$ cat src/hw/rtl/tcc_pkg.sv
package tcc_pkg;

   localparam int COL_W   = 8;
   localparam int ROW_W   = 8;
   localparam int GLYPH_W = 7;
   localparam int COLOR_W = 32;
   localparam int CODE_W  = 8;
   localparam int CSR_IDX_W  = 2;
   localparam int CSR_DATA_W = 32;

   localparam int TAB_SPACING = 4;

   localparam logic [COL_W-1:0]   COLUMNS_RESET = 8'd80;
   localparam logic [ROW_W-1:0]   ROWS_RESET    = 8'd25;
   localparam logic [COLOR_W-1:0] TEXT_RESET    = 32'h00FF_FFFF;
   localparam logic [COLOR_W-1:0] BACK_RESET    = 32'h0000_0000;

   // register indexes on the csr port
   localparam logic [CSR_IDX_W-1:0] REG_GRID_COLUMNS = 2'd0;
   localparam logic [CSR_IDX_W-1:0] REG_GRID_ROWS    = 2'd1;
   localparam logic [CSR_IDX_W-1:0] REG_TEXT_COLOR   = 2'd2;
   localparam logic [CSR_IDX_W-1:0] REG_BACK_COLOR   = 2'd3;

   // character codes
   localparam logic [CODE_W-1:0] CHAR_BS    = 8'd8;
   localparam logic [CODE_W-1:0] CHAR_TAB   = 8'd9;
   localparam logic [CODE_W-1:0] CHAR_LF    = 8'd10;
   localparam logic [CODE_W-1:0] CHAR_CR    = 8'd13;
   localparam logic [CODE_W-1:0] CHAR_SPACE = 8'd32;
   localparam logic [CODE_W-1:0] CHAR_TILDE = 8'd126;

   localparam logic [GLYPH_W-1:0] BLANK_GLYPH = 7'd32;

   typedef enum logic [0:0] {
      CMD_WRITE  = 1'b0,
      CMD_SCROLL = 1'b1
   } cmd_kind_type;

   // commands raised by one character
   typedef struct packed {
      logic                wr;
      logic                scr;
      logic [COL_W-1:0]    wr_column;
      logic [ROW_W-1:0]    wr_row;
      logic [GLYPH_W-1:0]  wr_glyph;
   } step_type;

   localparam int TAB_ENTRIES = 2 ** COL_W;

   typedef logic [COL_W:0] tab_table_type [TAB_ENTRIES];

   // next tab stop for every column, built at elaboration
   function automatic tab_table_type build_tab_table();
      tab_table_type t;
      for (int i = 0; i < TAB_ENTRIES; i++) begin
         t[i] = (COL_W+1)'(i + TAB_SPACING - (i % TAB_SPACING));
      end
      return t;
   endfunction

   localparam tab_table_type TAB_TABLE = build_tab_table();

endpackage

$ cat src/hw/rtl/tcc_cursor.sv
module tcc_cursor
   import tcc_pkg::*;
(
   input  logic              clock,
   input  logic              reset,
   input  logic              accept,
   input  logic [CODE_W-1:0] code,
   input  logic [COL_W-1:0]  grid_columns,
   input  logic [ROW_W-1:0]  grid_rows,
   output step_type          step
);

   logic [COL_W-1:0] column_pos_ff, column_pos_in;
   logic [ROW_W-1:0] row_pos_ff, row_pos_in;

   logic [COL_W-1:0] cols_eff;
   logic [ROW_W-1:0] rows_eff;
   logic [COL_W:0]   col_n;
   logic [ROW_W:0]   row_n;

   assign cols_eff = (grid_columns == '0) ? COL_W'(1) : grid_columns;
   assign rows_eff = (grid_rows == '0) ? ROW_W'(1) : grid_rows;

   always_comb begin
      step           = '0;
      step.wr_row    = row_pos_ff;
      step.wr_column = column_pos_ff;
      col_n          = {1'b0, column_pos_ff};
      row_n          = {1'b0, row_pos_ff};

      case (code) inside
         CHAR_LF: begin
            col_n = '0;
            row_n = row_n + 1'b1;
         end
         CHAR_CR: begin
            col_n = '0;
         end
         CHAR_TAB: begin
            col_n = TAB_TABLE[column_pos_ff];
         end
         CHAR_BS: begin
            if (column_pos_ff != '0) begin
               col_n          = col_n - 1'b1;
               step.wr        = 1'b1;
               step.wr_column = column_pos_ff - 1'b1;
               step.wr_glyph  = BLANK_GLYPH;
            end
         end
         [CHAR_SPACE:CHAR_TILDE]: begin
            step.wr       = 1'b1;
            step.wr_glyph = code[GLYPH_W-1:0];
            col_n         = col_n + 1'b1;
         end
         default: begin
         end
      endcase

      // wrap past the last column
      if (col_n >= {1'b0, cols_eff}) begin
         col_n = '0;
         row_n = row_n + 1'b1;
      end

      // past the last row: scroll and pin
      if (row_n >= {1'b0, rows_eff}) begin
         step.scr = 1'b1;
         row_n    = {1'b0, rows_eff - 1'b1};
      end

      column_pos_in = col_n[COL_W-1:0];
      row_pos_in    = row_n[ROW_W-1:0];
   end

   always_ff @(posedge clock) begin
      if (reset) begin
         column_pos_ff <= '0;
         row_pos_ff    <= '0;
      end else if (accept) begin
         column_pos_ff <= column_pos_in;
         row_pos_ff    <= row_pos_in;
      end
   end

`ifndef NO_ASSERTIONS
   a_cursor_inside: assert property (@(posedge clock) disable iff (reset)
      accept |=> (row_pos_ff < $past(rows_eff)) && (column_pos_ff < $past(cols_eff)))
      else $error("cursor left the grid after a character");

   a_bs_blank: assert property (@(posedge clock) disable iff (reset)
      (accept && code == CHAR_BS && column_pos_ff != '0) |->
         (step.wr && step.wr_glyph == BLANK_GLYPH))
      else $error("backspace did not blank a cell");

   a_scroll_pins: assert property (@(posedge clock) disable iff (reset)
      (accept && step.scr) |=> (row_pos_ff == $past(rows_eff) - 1'b1))
      else $error("scroll did not pin the cursor to the last row");
`endif

endmodule

$ cat src/hw/rtl/text_console_cursor_control.sv
// Text console cursor control. Each req beat carries one character byte; the block
// moves a (column, row) cursor over a grid set by grid_columns/grid_rows (0 acts as 1)
// and sends cell commands on rsp: a glyph write into a cell, or a scroll-up that clears
// the bottom line. A character gives zero, one or two beats (write, then scroll), the
// final one flagged by last_of_run. A new character is taken every cycle while each
// raises at most one command and rsp is not stalled; one that raises a write and a
// scroll holds off the next character until its write leaves, as the single output
// register hands the pending commands out one per beat; commands wait in pend_ff first.
// The csr registers are to be written only while no character is in flight.
module text_console_cursor_control
   import tcc_pkg::*;
(
   input  logic                  clock,
   input  logic                  reset,

   input  logic                  req_valid,
   output logic                  req_stall,
   input  logic [CODE_W-1:0]     req_char_code,

   output logic                  rsp_valid,
   input  logic                  rsp_stall,
   output logic                  rsp_command_kind,
   output logic [COL_W-1:0]      rsp_cell_column,
   output logic [ROW_W-1:0]      rsp_cell_row,
   output logic [GLYPH_W-1:0]    rsp_glyph_code,
   output logic [COLOR_W-1:0]    rsp_fore_value,
   output logic [COLOR_W-1:0]    rsp_back_value,
   output logic                  rsp_last_of_run,

   input  logic                  csr_write_en,
   input  logic [CSR_IDX_W-1:0]  csr_index,
   input  logic [CSR_DATA_W-1:0] csr_data
);

   logic [COL_W-1:0]   grid_columns_ff;
   logic [ROW_W-1:0]   grid_rows_ff;
   logic [COLOR_W-1:0] text_color_ff;
   logic [COLOR_W-1:0] back_color_ff;

   step_type step;
   step_type pend_ff;

   logic               rsp_valid_ff;
   cmd_kind_type       rsp_kind_ff;
   logic [COL_W-1:0]   rsp_column_ff;
   logic [ROW_W-1:0]   rsp_row_ff;
   logic [GLYPH_W-1:0] rsp_glyph_ff;
   logic [COLOR_W-1:0] rsp_fore_ff;
   logic [COLOR_W-1:0] rsp_back_ff;
   logic               rsp_last_ff;

   logic accept;
   logic out_free;
   logic pend_any;
   logic pend_both;
   logic move;

   always_ff @(posedge clock) begin
      if (reset) begin
         grid_columns_ff <= COLUMNS_RESET;
         grid_rows_ff    <= ROWS_RESET;
         text_color_ff   <= TEXT_RESET;
         back_color_ff   <= BACK_RESET;
      end else if (csr_write_en) begin
         case (csr_index)
            REG_GRID_COLUMNS: grid_columns_ff <= csr_data[COL_W-1:0];
            REG_GRID_ROWS:    grid_rows_ff    <= csr_data[ROW_W-1:0];
            REG_TEXT_COLOR:   text_color_ff   <= csr_data[COLOR_W-1:0];
            REG_BACK_COLOR:   back_color_ff   <= csr_data[COLOR_W-1:0];
            default: begin
            end
         endcase
      end
   end

   tcc_cursor u_cursor (
      .clock        (clock),
      .reset        (reset),
      .accept       (accept),
      .code         (req_char_code),
      .grid_columns (grid_columns_ff),
      .grid_rows    (grid_rows_ff),
      .step         (step)
   );

   assign pend_any  = pend_ff.wr | pend_ff.scr;
   assign pend_both = pend_ff.wr & pend_ff.scr;
   assign out_free  = ~rsp_valid_ff | ~rsp_stall;
   assign move      = out_free & pend_any;

   // take a character once the pending commands are gone by the end of this cycle
   assign req_stall = ~(~pend_any | (move & ~pend_both));
   assign accept    = req_valid & ~req_stall;

   always_ff @(posedge clock) begin
      if (reset) begin
         pend_ff.wr  <= 1'b0;
         pend_ff.scr <= 1'b0;
      end else if (accept) begin
         pend_ff.wr  <= step.wr;
         pend_ff.scr <= step.scr;
      end else if (move) begin
         if (pend_ff.wr) begin
            pend_ff.wr <= 1'b0;
         end else begin
            pend_ff.scr <= 1'b0;
         end
      end
      if (accept) begin
         pend_ff.wr_column <= step.wr_column;
         pend_ff.wr_row    <= step.wr_row;
         pend_ff.wr_glyph  <= step.wr_glyph;
      end
   end

   always_ff @(posedge clock) begin
      if (reset) begin
         rsp_valid_ff <= 1'b0;
      end else if (move) begin
         rsp_valid_ff <= 1'b1;
      end else if (~rsp_stall) begin
         rsp_valid_ff <= 1'b0;
      end
   end

   always_ff @(posedge clock) begin
      if (move) begin
         rsp_back_ff <= back_color_ff;
         if (pend_ff.wr) begin
            rsp_kind_ff   <= CMD_WRITE;
            rsp_column_ff <= pend_ff.wr_column;
            rsp_row_ff    <= pend_ff.wr_row;
            rsp_glyph_ff  <= pend_ff.wr_glyph;
            rsp_fore_ff   <= text_color_ff;
            rsp_last_ff   <= ~pend_ff.scr;
         end else begin
            rsp_kind_ff   <= CMD_SCROLL;
            rsp_column_ff <= '0;
            rsp_row_ff    <= '0;
            rsp_glyph_ff  <= '0;
            rsp_fore_ff   <= '0;
            rsp_last_ff   <= 1'b1;
         end
      end
   end

   assign rsp_valid        = rsp_valid_ff;
   assign rsp_command_kind = rsp_kind_ff;
   assign rsp_cell_column  = rsp_column_ff;
   assign rsp_cell_row     = rsp_row_ff;
   assign rsp_glyph_code   = rsp_glyph_ff;
   assign rsp_fore_value   = rsp_fore_ff;
   assign rsp_back_value   = rsp_back_ff;
   assign rsp_last_of_run  = rsp_last_ff;

`ifndef NO_ASSERTIONS
   a_no_overwrite: assert property (@(posedge clock) disable iff (reset)
      accept |-> ~pend_both)
      else $error("character taken over two pending commands");

   a_scroll_last: assert property (@(posedge clock) disable iff (reset)
      (rsp_valid_ff && rsp_kind_ff == CMD_SCROLL) |->
         (rsp_last_ff && rsp_column_ff == '0 && rsp_row_ff == '0 &&
          rsp_glyph_ff == '0 && rsp_fore_ff == '0))
      else $error("scroll beat malformed");

   a_write_glyph: assert property (@(posedge clock) disable iff (reset)
      (rsp_valid_ff && rsp_kind_ff == CMD_WRITE) |-> (rsp_glyph_ff >= BLANK_GLYPH))
      else $error("write beat carries a control code");
`endif

endmodule

$ cat config.mk
export PLATFORM = sky130hd
export DESIGN_NAME = text_console_cursor_control
export DESIGN_NICKNAME = d
export VERILOG_FILES = /design/src/hw/rtl/tcc_pkg.sv /design/src/hw/rtl/tcc_cursor.sv /design/src/hw/rtl/text_console_cursor_control.sv
export SDC_FILE = /design/constraint.sdc
export NUM_CORES = 1
export LEC_CHECK = 0
export BUFFER_PORTS_ARGS = -buffer_cell sky130_fd_sc_hd__buf_2
export CAP_MARGIN = 20
export CORE_MARGIN = 4
export CORE_UTILIZATION = 40
export DETAILED_ROUTE_END_ITERATION = 12
export GPL_TIMING_DRIVEN = 0
export PLACE_DENSITY_LB_ADDON = 0.1
export SYNTH_ARGS = -nofsm -noshare
export SYNTH_HDL_FRONTEND = slang
export SYNTH_SLANG_ARGS = --single-unit
$ cat constraint.sdc
create_clock -name clock -period 11.1 [get_ports clock]
set_input_delay 2.775 -clock clock [delete_from_list [all_inputs] [get_ports clock]]
set_output_delay 2.775 -clock clock [all_outputs]
set_load 0.02 [all_outputs]
### Word-level counts from Yosys, hierarchy flattened

Memories as Yosys holds them, arrays and structs flattened.
Cells that the tools add are included.

* multiplexer cells: 35
* bitwise logic cells: 14
* reduce and logical (&&, ||, !) cells: 12
* add/sub/neg operators: 6
* equality and inequality tests: 9
* magnitude comparators: 5

Operators with widths (number)
* two-way mux 9 bit: 10
* two-way mux 8 bit: 9
* equality test 8 x 4 -> 1 bit, second input constant: 4
* adder 8 x 1 -> 9 bit, second input constant: 2
* >= comparator 9 x 8 -> 1 bit: 2
* zero test 8 bit: 2
* subtractor 8 x 1 -> 8 bit, second input constant: 2
* two-way mux 7 bit: 2
* two-way mux 1 bit: 11
* AND reduction 2 bit: 5
* adder 9 x 1 -> 9 bit, second input constant: 1
* >= comparator 9 bit, second input constant: 1
* inverter 8 -> 9 bit: 1
* subtractor 8 x 1 -> 9 bit, second input constant: 1
* >= comparator 8 x 6 -> 1 bit, second input constant: 1
* <= comparator 8 x 7 -> 1 bit, second input constant: 1
* nonzero test 8 bit: 1
* two-way mux 6 bit: 1
* inverter 1 bit: 6
* AND 1 bit: 4
* equality test 2 bit, second input constant: 2
* two-way mux 2 bit: 2
* inequality test 2 x 1 -> 1 bit, second input constant: 2
* bitwise OR 1 bit: 3
* other kinds (5): 5

* output and inout bits: 91
* memories kept: 1
* register bits after elaboration: 211
* memory bits (read-only): 2304

Memory list
* (no name shown): depth 256, bits a word 9, read ports 1, clocked after Yosys merged registers in 0, write ports 0, line tcc_cursor.sv:40 `col_n = TAB_TABLE[column_pos_ff];`

### Longest topological paths before layout

* word-level depth: 12
* gate-level depth with buffers: 27

### Hierarchy

From an unflattened synthesis, not the netlist that was laid out.

* cell total of the unflattened synthesis: 884
* area total of the unflattened synthesis: 9317.7 um^2

Modules (own cells, without submodules)
* text_console_cursor_control: seq. area each 5024.8 um^2, area each 6772.7 um^2, cells each 528, times used 1
* tcc_cursor: seq. area each 320.3 um^2, area each 2544.9 um^2, cells each 356, times used 1

### Worst setup path after synthesis

Ideal clock, no wire load.

* path type: input to register
* start point: input req_char_code[4]
* end point: register u_cursor.row_pos_ff[2]
* arrival: 7485 ps
* setup time: 122 ps
* setup slack: 3493 ps
* required time: 10978 ps
* buffers on the path: 3
* stages on the path: 24
* cells stage by stage: nor4_4 -> nand3_2 -> nor2_1 -> clkbuf_1 -> a21oi_1 -> or2_2 -> a221oi_1 -> ha_1 -> and2_1 -> o21ai_0 -> o21ai_0 -> a211o_1 -> buf_6 -> o21ai_0 -> mux2i_1 -> or2_2 -> ha_1 -> nand4_1 -> a21oi_1 -> or3_1 -> nor2_2 -> buf_6 -> nor4_1 -> a311o_1

* longest elaborated chain between the ends: 11
* elaborated cells on any way between the ends: 18
* those cells by class: add/sub (1); order compare (4); eq/ne (4); mux (8); reduce/logical (1)

RTL lines
* start, declared: line text_console_cursor_control.sv:18 `input logic [CODE_W-1:0] req_char_code,`
* >= comparator 8 x 6 -> 1 bit (no line) or <= comparator 8 x 7 -> 1 bit (tied branches)
* logical AND 1 bit (no line)
* two-way mux 9 bit (5 in a row): line tcc_cursor.sv:31 `case (code) inside`
* >= comparator 9 x 8 -> 1 bit: line tcc_cursor.sv:60 `if (col_n >= {1'b0, cols_eff}) begin`
* two-way mux 9 bit (*): line tcc_cursor.sv:60
* >= comparator 9 x 8 -> 1 bit: line tcc_cursor.sv:66 `if (row_n >= {1'b0, rows_eff}) begin`
* two-way mux 8 bit (*): line tcc_cursor.sv:66
* end signal, assigned: line tcc_cursor.sv:81 `row_pos_ff <= row_pos_in;`
* end, declared: line tcc_cursor.sv:14 `logic [ROW_W-1:0] row_pos_ff, row_pos_in;`

Every way passes the cells marked *; elsewhere a longest branch is shown, timed or not.
A chain may end at the register's enable or synchronous reset.

### Final worst setup path

Ends and elaborated chain as after synthesis.

==> results by group <==
Die
  – Die Span X: 159 um
  – CORE AREA: 0.0221 mm^2
  – Die Area: 0.0251 mm^2
  – Initial Util: 0.410
  – Die Height: 159 um
  – Io pins: 138
  – Rows: 54

Timing
  – Worst clock skew: 0.0119 ns
  – FMAX: 123 MHz
  – RSZ-0062 raised after global routing: false
  – Final Hold Viols: 0
  – Slew Viols, Final: 0
  – Period utilization: 0.730
  – Final setup violation count: 0
  – Max-slew headroom: 0.464
  – Post-Route Setup TNS: 0 ns
  – Tmin final: 8.10 ns
  – Tightest Pin Transition: 0.784 ns

Synthesis
  – Synth Area in XOR/XNOR: 0.0213
  – Area share of fa/ha/maj cells after synthesis: 0.0359
  – Syn nets: 952
  – Mapped Area: 0.00907 mm^2
  – Ys Warns: 0
  – Distinct cell type count after synthesis: 61
  – Asr flop ratio synth: 0
  – Post-synthesis compound-gate area fraction: 0.0875
  – Mux contribution to synthesized area: 0.0157
  – Post-Synth Simple-Gate Area: 0.218
  – Avg Cell Area, Syn: 10.3 um^2
  – Sequential element share of the synthesized area: 0.589
  – #FFs+latches synth: 211
  – Main synth FF type: edfxtp_1
  – Largest family of logic cells by synthesized area: simple AND/OR/NAND/NOR gates
  – Cells after Synth: 879
  – EDFF count, synth: 112

Route
  – First-pass iteration count of the detailed router: 7
  – DRC viols: 0
  – Drt initial violations: 452
  – Post-route antenna net violation count: 0
  – Routed vias/inst: 4.99
  – WL/cell: 16.3 um
  – Vias: 6,689
  – Routed Wire Length: 21,900 um

Cells and area
  – Layout Nets: 1,116
  – Fillcell total: 2,085
  – Commonest cells after routing, fill and taps aside: nand2_1, buf_2, edfxtp_1, dfxtp_1, a21oi_1
  – Core Util, Final: 0.495
  – Most common cell after layout, fill and taps aside: nand2_1
  – Share of layout cells above drive strength 1: 0.182
  – Area grow syn2layout: 20.7%

Critical path
  – Worst path most repeated cell: o21ai_0
  – Setup crit start kind: primary input
  – Crit path kind: primary input to flop
  – WP data required: 11.50 ns
  – Max incr delay on CP: 0.46 ns
  – Critical path arrival: 8.51 ns
  – R2R setup slack: 4.87 ns
  – Worst path bufs/invs: 4
  – CP delay by family, top: simple AND/OR/NAND/NOR gates
  – Worst Setup SP: req_char_code[4]
  – Reg-to-Reg Start: u_cursor.column_pos_ff[7]
  – Crit end category: flop
  – Largest fanout on the critical path: 10
  – CP max-delay cell: nor4_4

Hold path
  – Hold Crit Start: back_color_ff[13]
  – Hold Crit Class: flop to flop

GRT
  – Pin count of the biggest net entering global routing: 47
  – Vias in the first global route: 6,375
  – Global Route Usage Sum: 0.173
  – GR Overflow Total: 0
  – First-pass GRT wire length: 34,600 um
  – Antenna violations before repair: 2

Power and ir drop
  – Maximum VDD drop: 0.0792 mV
  – PD cells: 163 mW/mm^2
  – Leak: 4.41 nW
  – Tot Pwr: 0.00178 W

CTS
  – Post-cts gate resize count: 0
  – Hold_buf cts: 0
  – Worst-Skew Late Latency: 0.52 ns
  – Num CTS Buffers: 23
  – Clock transition at path regs: 0.06 ns
  – CTS tree: built
  – Max Root-Sink Buffers: 3
  – Setup Fix Bufs, Post-CTS: 0
  – CTS sink cnt: 211
  – Root buffer cell: clkbuf_16
  – H-tree depth: 1

Job
  – Max Cap Viol: 0

Outcome
  – Outcome: completed

Place
  – Placer Congestion: 0.825
  – Detailed placement HPWL: 15,700 um
  – Input/output buffers: 137
where the power goes:
| group | internal [W] | switching [W] |
|---|---|---|
| clock network | 0.000472 | 0.000310 |
| logic | 0.0000453 | 0.0000893 |
| registers | 0.000852 | 0.0000122 |
| total | 0.00137 | 0.000411 |
stage by stage:
step                      area (um^2)  cells  hold WS (ns)  setup WS (ns)
after global placement          10100   1296         0.408           2.39
after CTS                       10900   1340         0.428           3.01
after global routing            10900   1341         0.435           2.38
final                           10900   1341         0.426           3.00
after detailed placement        10200   1298         0.414           2.50
after floorplan                  9070    879         0.403           3.49
per-layer routing:
metal / vias up / part of all wire / GRT usage
li1: 3396 / - / -
met1: 3083 / 0.47 / 0.249
met2: 173 / 0.44 / 0.265
met3: 35 / 0.060 / 0.0351
met4: 2 / 0.020 / 0.0483
met5: - / 0.00032 / 0
cell families after synthesis:
logic type / after synthesis
simple gates: 404
flops: 211
compound gates: 130
buf+inv: 72
fa+ha+maj: 26
xor+xnor: 22
mux: 14
Yosys cell counts, types with 6 or more instances:
cell type / instances / share of area
nor3_1: 13 / 0.0072
nand2_1: 168 / 0.070
and3_1: 11 / 0.0076
inv_1: 22 / 0.0091
edfxtp_1: 112 / 0.37
nand4_1: 6 / 0.0041
a21oi_1: 70 / 0.039
a21o_1: 7 / 0.0058
o21ai_0: 17 / 0.0094
and2_1: 64 / 0.044
ha_1: 26 / 0.036
clkbuf_1: 42 / 0.017
nor2_1: 54 / 0.022
xnor2_1: 18 / 0.017
nor4_1: 8 / 0.0055
dfxtp_1: 99 / 0.22
nand3_1: 42 / 0.023
mux2i_1: 12 / 0.013
layout make-up:
class	count	area (um^2)	area share
Antenna cell	1	2.50	0.000229
Buffer	50	206	0.0189
Clock buffer	30	632	0.0577
Clock inverter	12	144	0.0131
Inverter	22	82.6	0.00755
Multi-Input combinational cell	596	3440	0.314
Sequential cell	211	5350	0.488
Tap cell	280	350	0.0320
Timing Repair Buffer	139	741	0.0677
registers in the layout, indices dropped and copies added (netlist names), 7 cells and up:
signal                  flops
back_color_ff              32
grid_columns_ff             8
grid_rows_ff                8
pend_ff                    25
rsp_back_value             32
rsp_cell_column             8
rsp_cell_row                8
rsp_fore_value             32
rsp_glyph_code              7
text_color_ff              32
u_cursor.column_pos_ff      8
u_cursor.row_pos_ff         8
worst paths after layout:
check	end	cells after the start
max	u_cursor.row_pos_ff[2]	25
min	rsp_back_value[13]	0
max reg2reg	u_cursor.row_pos_ff[2]	25
min reg2reg	rsp_back_value[13]	0
(Power assumes the default switching activity.)
